File: config.mk
export PLATFORM = sky130hd
export DESIGN_NAME = pulse_counter_rate_meter
export DESIGN_NICKNAME = d
export VERILOG_FILES = /design/src/rtl/pcrm_pkg.sv /design/src/rtl/pulse_counter_rate_meter.sv /design/src/rtl/pcrm_front.sv /design/src/rtl/pcrm_queue.sv /design/src/rtl/pcrm_back.sv
export SDC_FILE = /design/constraint.sdc
export NUM_CORES = 2
export LEC_CHECK = 0
export BUFFER_PORTS_ARGS = -buffer_cell sky130_fd_sc_hd__buf_2
export CAP_MARGIN = 10
export CORE_MARGIN = 10
export CORE_UTILIZATION = 35
export DETAILED_ROUTE_END_ITERATION = 10
export GPL_TIMING_DRIVEN = 0
export PLACE_DENSITY = 0.47
export SKIP_CTS_REPAIR_TIMING = 1
export SLEW_MARGIN = 25
export SYNTH_ARGS = -nofsm -noshare
export SYNTH_HDL_FRONTEND = slang
export SYNTH_SLANG_ARGS = --single-unit
File: constraint.sdc
create_clock -name clk -period 29.9 [get_ports clk]
set_input_delay 4.485 -clock clk [delete_from_list [all_inputs] [get_ports clk]]
set_output_delay 4.485 -clock clk [all_outputs]
set_load 0.01 [all_outputs]
File: src/rtl/pcrm_pkg.sv
// pulse counter rate meter: shared types, widths, codes and reset values
// no dependencies; used by every module of the block
`default_nettype none

package pcrm_pkg;

  localparam int COUNT_W  = 32;
  localparam int FIELD_W  = 32;
  localparam int VALUE_W  = 48;
  localparam int MULT_W   = 32;
  localparam int TPS_W    = 16;
  localparam int PROD_W   = 2 * MULT_W;
  localparam int AHI_W    = COUNT_W + TPS_W - MULT_W;
  localparam int DVD_W    = COUNT_W + TPS_W + MULT_W;
  localparam int DIV_STEPS = DVD_W;
  localparam int DIV_CNT_W = $clog2(DIV_STEPS);

  localparam logic [VALUE_W-1:0] VALUE_MAX = {VALUE_W{1'b1}};
  localparam logic [COUNT_W-1:0] COUNT_MAX = {COUNT_W{1'b1}};

  localparam logic [1:0] EDGE_RISE = 2'd0;
  localparam logic [1:0] EDGE_FALL = 2'd1;
  localparam logic [1:0] EDGE_BOTH = 2'd2;

  localparam logic [1:0] REG_EDGE_MODE  = 2'd0;
  localparam logic [1:0] REG_SHOW_SPEED = 2'd1;
  localparam logic [1:0] REG_MULTIPLIER = 2'd2;
  localparam logic [1:0] REG_TPS        = 2'd3;

  localparam logic [MULT_W-1:0] MULT_RESET = 32'd65536;
  localparam logic [TPS_W-1:0]  TPS_RESET  = 16'd1000;

  typedef struct packed {
    logic [1:0]        edge_mode;
    logic              show_speed;
    logic [MULT_W-1:0] multiplier;
    logic [TPS_W-1:0]  ticks_per_second;
  } cfg_t;

  typedef struct packed {
    logic [COUNT_W-1:0] edges;
    logic [COUNT_W-1:0] ticks;
  } snap_t;

endpackage

`default_nettype wire

File: src/rtl/pulse_counter_rate_meter.sv
// pulse counter rate meter: one sample beat per cycle while the snapshot queue is not full;
// a read beat yields one result; the back end computes reads one at a time, in raw mode
// through the multiplier and in speed mode also through the 80-step bit-serial divider;
// two pending reads queue before full, and while full no beats are accepted
// synchronous active-high reset clears counters, queues and restores config
`default_nettype none

module pulse_counter_rate_meter (
  input  wire logic                          clk,
  input  wire logic                          rst,
  input  wire logic                          push,
  output logic                               full,
  input  wire logic                          pin_level,
  input  wire logic                          time_tick,
  input  wire logic                          read_request,
  output logic                               empty,
  input  wire logic                          pop,
  output logic [pcrm_pkg::VALUE_W-1:0]       value,
  output logic [pcrm_pkg::FIELD_W-1:0]       edges_seen,
  output logic [pcrm_pkg::FIELD_W-1:0]       elapsed_ticks,
  output logic                               no_time,
  input  wire logic                          cfg_valid,
  output logic                               cfg_ready,
  input  wire logic [1:0]                    cfg_index,
  input  wire logic [31:0]                   cfg_data
);

  pcrm_pkg::cfg_t  cfg;
  pcrm_pkg::snap_t front_snap;
  pcrm_pkg::snap_t queue_snap;
  logic            snap_push;
  logic            snap_valid;
  logic            snap_pop;
  logic            out_valid;
  logic            accept;

  assign cfg_ready = 1'b1;
  assign accept    = push && !full;
  assign empty     = !out_valid;

  always_ff @(posedge clk) begin
    if (rst) begin
      cfg.edge_mode        <= pcrm_pkg::EDGE_RISE;
      cfg.show_speed       <= 1'b0;
      cfg.multiplier       <= pcrm_pkg::MULT_RESET;
      cfg.ticks_per_second <= pcrm_pkg::TPS_RESET;
    end else if (cfg_valid && cfg_ready) begin
      unique case (cfg_index)
        pcrm_pkg::REG_EDGE_MODE:  cfg.edge_mode        <= cfg_data[1:0];
        pcrm_pkg::REG_SHOW_SPEED: cfg.show_speed       <= cfg_data[0];
        pcrm_pkg::REG_MULTIPLIER: cfg.multiplier       <= cfg_data[pcrm_pkg::MULT_W-1:0];
        pcrm_pkg::REG_TPS:        cfg.ticks_per_second <= cfg_data[pcrm_pkg::TPS_W-1:0];
        default: begin
        end
      endcase
    end
  end

  pcrm_front u_front (
    .clk          (clk),
    .rst          (rst),
    .accept       (accept),
    .pin_level    (pin_level),
    .time_tick    (time_tick),
    .read_request (read_request),
    .edge_mode    (cfg.edge_mode),
    .snap_push    (snap_push),
    .snap_data    (front_snap)
  );

  pcrm_queue u_queue (
    .clk   (clk),
    .rst   (rst),
    .push  (snap_push),
    .wdata (front_snap),
    .full  (full),
    .valid (snap_valid),
    .pop   (snap_pop),
    .rdata (queue_snap)
  );

  pcrm_back u_back (
    .clk           (clk),
    .rst           (rst),
    .cfg           (cfg),
    .snap_valid    (snap_valid),
    .snap_data     (queue_snap),
    .snap_pop      (snap_pop),
    .out_valid     (out_valid),
    .out_pop       (pop),
    .value         (value),
    .edges_seen    (edges_seen),
    .elapsed_ticks (elapsed_ticks),
    .no_time       (no_time)
  );

endmodule

`default_nettype wire

File: src/rtl/pcrm_front.sv
// pulse counter rate meter front: edge detection, edge and tick counters
// takes a snapshot of both counts on a read; depends on pcrm_pkg
`default_nettype none

module pcrm_front (
  input  wire logic          clk,
  input  wire logic          rst,
  input  wire logic          accept,
  input  wire logic          pin_level,
  input  wire logic          time_tick,
  input  wire logic          read_request,
  input  wire logic [1:0]    edge_mode,
  output logic               snap_push,
  output pcrm_pkg::snap_t    snap_data
);

  logic                         previous_level;
  logic [pcrm_pkg::COUNT_W-1:0] edge_count;
  logic [pcrm_pkg::COUNT_W-1:0] tick_count;
  logic [pcrm_pkg::COUNT_W-1:0] edge_count_next;
  logic [pcrm_pkg::COUNT_W-1:0] tick_count_next;
  logic                         rise;
  logic                         fall;
  logic                         counted;

  always_comb begin
    rise = !previous_level && pin_level;
    fall = previous_level && !pin_level;
    unique case (edge_mode)
      pcrm_pkg::EDGE_RISE: counted = rise;
      pcrm_pkg::EDGE_FALL: counted = fall;
      default:             counted = rise || fall;
    endcase
    edge_count_next = edge_count;
    if (counted && edge_count != pcrm_pkg::COUNT_MAX) begin
      edge_count_next = edge_count + 1'b1;
    end
    tick_count_next = tick_count;
    if (time_tick && tick_count != pcrm_pkg::COUNT_MAX) begin
      tick_count_next = tick_count + 1'b1;
    end
  end

  assign snap_push       = accept && read_request;
  assign snap_data.edges = edge_count_next;
  assign snap_data.ticks = tick_count_next;

  always_ff @(posedge clk) begin
    if (rst) begin
      previous_level <= 1'b0;
      edge_count     <= '0;
      tick_count     <= '0;
    end else if (accept) begin
      previous_level <= pin_level;
      if (read_request) begin
        edge_count <= '0;
        tick_count <= '0;
      end else begin
        edge_count <= edge_count_next;
        tick_count <= tick_count_next;
      end
    end
  end

endmodule

`default_nettype wire

File: src/rtl/pcrm_queue.sv
// pulse counter rate meter: two-entry snapshot queue between front and back
// depends on pcrm_pkg
`default_nettype none

module pcrm_queue (
  input  wire logic            clk,
  input  wire logic            rst,
  input  wire logic            push,
  input  pcrm_pkg::snap_t      wdata,
  output logic                 full,
  output logic                 valid,
  input  wire logic            pop,
  output pcrm_pkg::snap_t      rdata
);

  pcrm_pkg::snap_t entry [2];
  logic            wr_ptr;
  logic            rd_ptr;
  logic [1:0]      count;
  logic            do_push;
  logic            do_pop;

  assign full    = count[1];
  assign valid   = count != 2'd0;
  assign do_push = push && !full;
  assign do_pop  = pop && valid;
  assign rdata   = entry[rd_ptr];

  always_ff @(posedge clk) begin
    if (do_push) begin
      entry[wr_ptr] <= wdata;
    end
  end

  always_ff @(posedge clk) begin
    if (rst) begin
      wr_ptr <= 1'b0;
      rd_ptr <= 1'b0;
      count  <= 2'd0;
    end else begin
      if (do_push) begin
        wr_ptr <= !wr_ptr;
      end
      if (do_pop) begin
        rd_ptr <= !rd_ptr;
      end
      case ({do_push, do_pop})
        2'b10:   count <= count + 2'd1;
        2'b01:   count <= count - 2'd1;
        default: count <= count;
      endcase
    end
  end

endmodule

`default_nettype wire

File: src/rtl/pcrm_back.sv
// pulse counter rate meter back: shared 32x32 multiplier, bit-serial divider,
// saturation and the result register; depends on pcrm_pkg
`default_nettype none

module pcrm_back (
  input  wire logic                          clk,
  input  wire logic                          rst,
  input  pcrm_pkg::cfg_t                     cfg,
  input  wire logic                          snap_valid,
  input  pcrm_pkg::snap_t                    snap_data,
  output logic                               snap_pop,
  output logic                               out_valid,
  input  wire logic                          out_pop,
  output logic [pcrm_pkg::VALUE_W-1:0]       value,
  output logic [pcrm_pkg::FIELD_W-1:0]       edges_seen,
  output logic [pcrm_pkg::FIELD_W-1:0]       elapsed_ticks,
  output logic                               no_time
);

  typedef enum logic [8:0] {
    S_IDLE = 9'b000000001,
    S_M1   = 9'b000000010,
    S_M2   = 9'b000000100,
    S_M3   = 9'b000001000,
    S_SUM  = 9'b000010000,
    S_DIV  = 9'b000100000,
    S_QUO  = 9'b001000000,
    S_SAT  = 9'b010000000,
    S_OUT  = 9'b100000000
  } state_t;

  state_t                           state;
  pcrm_pkg::snap_t                  snap;
  logic [pcrm_pkg::PROD_W-1:0]      prod;
  logic [pcrm_pkg::AHI_W-1:0]       ahi;
  logic [pcrm_pkg::PROD_W-1:0]      lo_part;
  logic [pcrm_pkg::DVD_W-1:0]       dvd;
  logic [pcrm_pkg::COUNT_W-1:0]     rem;
  logic [pcrm_pkg::DIV_CNT_W-1:0]   div_cnt;
  logic [pcrm_pkg::VALUE_W-1:0]     res_value;
  logic                             res_no_time;

  logic [pcrm_pkg::MULT_W-1:0]      mul_a;
  logic [pcrm_pkg::MULT_W-1:0]      mul_b;
  logic [pcrm_pkg::PROD_W-1:0]      mul_p;
  logic [pcrm_pkg::COUNT_W:0]       rem_shift;
  logic [pcrm_pkg::COUNT_W:0]       rem_sub;
  logic                             rem_ge;
  logic                             out_free;

  always_comb begin
    unique case (state)
      S_M1: begin
        mul_a = snap.edges;
        mul_b = cfg.show_speed ? pcrm_pkg::MULT_W'(cfg.ticks_per_second) : cfg.multiplier;
      end
      S_M2: begin
        mul_a = prod[pcrm_pkg::MULT_W-1:0];
        mul_b = cfg.multiplier;
      end
      S_M3: begin
        mul_a = pcrm_pkg::MULT_W'(ahi);
        mul_b = cfg.multiplier;
      end
      default: begin
        mul_a = '0;
        mul_b = '0;
      end
    endcase
    mul_p     = pcrm_pkg::PROD_W'(mul_a) * pcrm_pkg::PROD_W'(mul_b);
    rem_shift = {rem, dvd[pcrm_pkg::DVD_W-1]};
    rem_sub   = rem_shift - {1'b0, snap.ticks};
    rem_ge    = rem_shift >= {1'b0, snap.ticks};
  end

  assign snap_pop = (state == S_IDLE) && snap_valid;
  assign out_free = !out_valid || out_pop;

  always_ff @(posedge clk) begin
    if (rst) begin
      state     <= S_IDLE;
      out_valid <= 1'b0;
    end else begin
      if (out_pop) begin
        out_valid <= 1'b0;
      end
      unique case (state)
        S_IDLE: begin
          if (snap_valid) begin
            if (cfg.show_speed && snap_data.ticks == '0) begin
              state <= S_OUT;
            end else begin
              state <= S_M1;
            end
          end
        end
        S_M1:  state <= cfg.show_speed ? S_M2 : S_SAT;
        S_M2:  state <= S_M3;
        S_M3:  state <= S_SUM;
        S_SUM: state <= S_DIV;
        S_DIV: begin
          if (div_cnt == pcrm_pkg::DIV_CNT_W'(pcrm_pkg::DIV_STEPS - 1)) begin
            state <= S_QUO;
          end
        end
        S_QUO: state <= S_OUT;
        S_SAT: state <= S_OUT;
        S_OUT: begin
          if (out_free) begin
            out_valid <= 1'b1;
            state     <= S_IDLE;
          end
        end
        default: state <= S_IDLE;
      endcase
    end
  end

  always_ff @(posedge clk) begin
    case (state)
      S_IDLE: begin
        snap        <= snap_data;
        res_value   <= '0;
        res_no_time <= cfg.show_speed;
      end
      S_M1: prod <= mul_p;
      S_M2: begin
        ahi  <= prod[pcrm_pkg::COUNT_W+pcrm_pkg::TPS_W-1:pcrm_pkg::MULT_W];
        prod <= mul_p;
      end
      S_M3: begin
        lo_part <= prod;
        prod    <= mul_p;
      end
      S_SUM: begin
        dvd     <= pcrm_pkg::DVD_W'(lo_part)
                 + {prod[pcrm_pkg::DVD_W-pcrm_pkg::MULT_W-1:0], {pcrm_pkg::MULT_W{1'b0}}};
        rem     <= '0;
        div_cnt <= '0;
      end
      S_DIV: begin
        rem     <= rem_ge ? rem_sub[pcrm_pkg::COUNT_W-1:0] : rem_shift[pcrm_pkg::COUNT_W-1:0];
        dvd     <= {dvd[pcrm_pkg::DVD_W-2:0], rem_ge};
        div_cnt <= div_cnt + 1'b1;
      end
      S_QUO: begin
        res_no_time <= 1'b0;
        res_value   <= (|dvd[pcrm_pkg::DVD_W-1:pcrm_pkg::VALUE_W]) ? pcrm_pkg::VALUE_MAX
                       : dvd[pcrm_pkg::VALUE_W-1:0];
      end
      S_SAT: begin
        res_no_time <= 1'b0;
        res_value   <= (|prod[pcrm_pkg::PROD_W-1:pcrm_pkg::VALUE_W]) ? pcrm_pkg::VALUE_MAX
                       : prod[pcrm_pkg::VALUE_W-1:0];
      end
      S_OUT: begin
        if (out_free) begin
          value         <= res_value;
          edges_seen    <= snap.edges;
          elapsed_ticks <= snap.ticks;
          no_time       <= res_no_time;
        end
      end
      default: begin
      end
    endcase
  end

`ifndef SYNTHESIS
  a_div_count: assert property (@(posedge clk) disable iff (rst)
    (state == S_DIV) |-> (div_cnt < pcrm_pkg::DIV_CNT_W'(pcrm_pkg::DIV_STEPS)))
    else $error("divider step count out of range");

  a_rem_below_divisor: assert property (@(posedge clk) disable iff (rst)
    (state == S_DIV && snap.ticks != '0) |-> (rem < snap.ticks))
    else $error("divider remainder not below divisor");

  a_snap_starts_work: assert property (@(posedge clk) disable iff (rst)
    snap_pop |=> (state != S_IDLE))
    else $error("snapshot taken but sequencer stayed idle");

  a_result_held: assert property (@(posedge clk) disable iff (rst)
    (out_valid && !out_pop) |=> (out_valid && $stable(value) && $stable(no_time)))
    else $error("waiting result changed before pop");
`endif

endmodule

`default_nettype wire
==> results.md <==
- Status: finished, final reports clean
- DRT Wirelength: about 250 mm
- Net Sw Power: 1.03 mW
- Leading cell type in the layout, fill and taps excluded: inv_1
- Inserted Clock Buffers: 85
- Synth async-reset ratio: 0%
- Max Fclk: roughly 72 MHz
- Fin crit period: 13800 ps
- DP Area: 69400 um2
- Slowest CP cell: nor2_1
- Comb power frac: around 21%
- Area leader, netlist: edfxtp_1
- Routed wire per std cell: 27.0 um
- Seq pwr share: 45.8%
- Root buffer selected by CTS: clkbuf_16
- # setup viols final: 0
- Most frequent cells in the layout: inv_1, nor2_1, fa_1
- Post-synth EDFFs: 617
- Share of layout cells above drive strength 1: 7.68%
- Main combinational cell family by area after synthesis: adder cells
- Synth Warn #: 0
- Total gr overflow: 0
- Clk network pwr share: 33.5%
- H-tree levels: 3
- GRT Util Overall: 24.2%
- Power Total: 3.16 mW
- Top cell type's share of synthesized area: 28.6%
- Largest net degree at the start of global routing: 50
- DRC: 0
- Reg area: around 21000 um2
- Max cap viols: 0
- RSZ-0062 raised after global routing: false
- Mapped cell area: 64700 um2
- CP Capture Type: flop
- Die span in x: 450 um
- Lkg Pwr: 30.5 nW
- Simple-Gate Fraction of Synth Area: 13.5%
- CTS Sinks: 748
- Post-route ant nets: 0
- IR Drop Worst-Case VDD: 35.7 uV
- Placer congestion estimate: 1.06
- Initial drt markers: between 4000 and 5000
- Io pins: roughly 160
- Internal: 2.13 mW
- Antenna violations before repair: 24
- Final net count: 7983
- TritonRoute pass-1 iters: 7
- Mux contribution to synthesized area: 1.65%
- Crit path kind: flop to flop
- Max Buffers Root-to-Sink: 3
- Synth Area in Compound Gates: 7.61%
- Dpl hpwl: 204 mm
- #FFs+latches synth: 748
- Multi-input logic area: between 30000 and 40000 um2
- DR vias/cell: 5.27
- Main synth FF type: edfxtp_1
- Pwr Density: 43.7 nW/um2
- Sw Ratio: 32.6%
- Vias in the first global route: about 50000
- CP arrival: approximately 14000 ps
- Startpoint Class: flop
- Fill count: around 19000
- Die ar.: about 200000 um2
- Port bufs: between 150 and 200
- Post-synthesis xor/xnor area fraction: 2.76%
- Final Hold Viols: 0
- Synth Net Count: 7698
- Biggest cell delay along the critical path: 820 ps
- CTS clk-pin slew, worst paths: 60 ps
- Cell variety after synth: 84
- Post-synthesis adder-cell area fraction: 34.2%
- Core box area: 183000 um2
- Area grow syn2layout: 11.8%
- Cells after Synth: between 6000 and 7000
- CTS tree: built
- Slew Limit Headroom: 20.4%
- Worst Hold Class: flop to flop
- Worst Tran Pin Value: approximately 1200 ps
- Worst Path Required: about 30000 ps
- Worst-path maximum fanout: 10
- Initial Utilization: approximately a third
- Tcrit/Tclk final: a little under half
- Worst-skew pair later-pin latency: 730 ps
- Fin Setup TNS: 0 ps
- Post-synthesis sequential area ratio: around a third
- Setup Skew: 45.2 ps
- First-pass GRT wire length: about 360 mm
- Largest cells by area after synthesis: edfxtp_1, fa_1, ha_1, inv_1, nor2_1
- Via Count: approximately 49000
- Slew Viols, Final: 0
- Post-Layout Inst Area: 72300 um2
- Crit path top cell by count: fa_1
- Mapped Avg Cell Area: 10.1 um2
- Site row count: 157
- DIE HEIGHT: 450 um
==> Yosys cell counts (all sizes together) (8+ instances only) <==
cell type,count
o21bai,22
nor4,31
buf,47
a2111oi,8
a21boi,9
o21a,17
o21ai,147
nor3,35
a21oi,231
a211oi,14
or3,18
a31oi,17
xnor2,132
o31ai,23
inv,932
o22ai,49
nand2b,25
nand3b,10
nor2,928
a22o,40
ha,333
nand2,811
and2,42
and3,31
or2,11
o211ai,13
mux2i,31
edfxtp,617
nor3b,9
a22oi,62
xor2,72
nor2b,15
a21o,79
and4,11
fa,898
clkbuf,303
nand3,55
mux2,67
nand4,47
dfxtp,131
==> power groups by stage <==
| stage | clock (mW) | combinational [mW] | sequential, mW |
|---|---|---|---|
| final | 1.06 | 0.654 | 1.45 |
| after global routing | 1.13 | 0.716 | 1.45 |
| after CTS | 1.09 | 0.653 | 1.45 |
| after detailed placement | 0 | 0.649 | 1.47 |
| after global placement | 0 | 0.629 | 1.48 |
| after floorplan | 0 | 0.439 | 1.37 |
==> metrics by stage <==
step / util, % / setup WS [ps] / hold slack [ps] / std cells
2_1_floorplan: - / 19400 / 400 / 6425
3_3_place_gp: 37.4 / 14630 / 401 / 9045
3_5_place_dp: 37.8 / 16520 / 405 / 9085
4_1_cts: 39.3 / 16420 / 409 / 9245
5_1_grt: 39.4 / 15710 / 417 / 9272
6_report: 39.4 / 16100 / 408 / 9284
==> registers in the layout (all words and copies together) (netlist names), 2 cells and up, named ones only <==
name,cells
u_back.snap,64
u_back.lo_part,64
u_back.edges_seen,32
u_queue.count,2
u_back.value,48
cfg,51
u_queue.entry,128
u_back.dvd,80
u_back.res_value,48
u_back.prod,64
u_front.edge_count,32
u_back.ahi,16
u_back.state,9
u_back.elapsed_ticks,32
u_back.div_cnt,7
u_back.rem,32
u_front.tick_count,32
==> area by class of cell <==
| class | instances | share of cell area, % |
|---|---|---|
| inverter | 932 | 4.84 |
| tap | 2464 | 4.26 |
| multi-input combinational | 4395 | 53.6 |
| antenna | 37 | 0.128 |
| timing repair buffer | 198 | 2.07 |
| clock inverter | 53 | 0.756 |
| buffer | 350 | 1.95 |
| sequential | 748 | 29.3 |
| clock buffer | 107 | 3.11 |
==> path summary, 6_finish.rpt <==
path	from	to	slack, ps	cells past startpoint
setup / recovery	u_back.state[4]	u_back.prod[63]	16100	35
hold / removal	u_back.res_value[34]	u_back.value[34]	410	0
setup reg to reg	u_back.state[4]	u_back.prod[63]	16100	35
hold reg to reg	u_back.res_value[34]	u_back.value[34]	410	0
==> per-layer routing <==
layer	track usage [%]	wire, um	vias up
met2	36.5	109000	2191
li1	-	-	21318
met1	33.0	106000	24966
met3	6.18	23700	438
met4	10.2	12000	22
met5	0	149	-
==> cell families (layout without fill, tap and decap cells) <==
| group | count (synthesis) | after routing |
|---|---|---|
| flops | 748 | 748 |
| fa+ha+maj | 1231 | 1231 |
| other cells | 1 | 38 |
| mux | 98 | 98 |
| buf+inv | 1282 | 1640 |
| xor+xnor | 204 | 204 |
| compound gates | 769 | 769 |
| simple gates | 2092 | 2092 |
==> critical path, delay by kind of cell, from the launching register on <==
kind                       cells  cell delay, ps
adders and majority gates      9            4130
buffers and inverters         11            3120
AOI/OAI and AO/OA              7            2870
and+or+nand+nor                7            2510
xor gates and xnor gates       1             510
DFF                            1             360
Power figures use the tool's default switching activity.
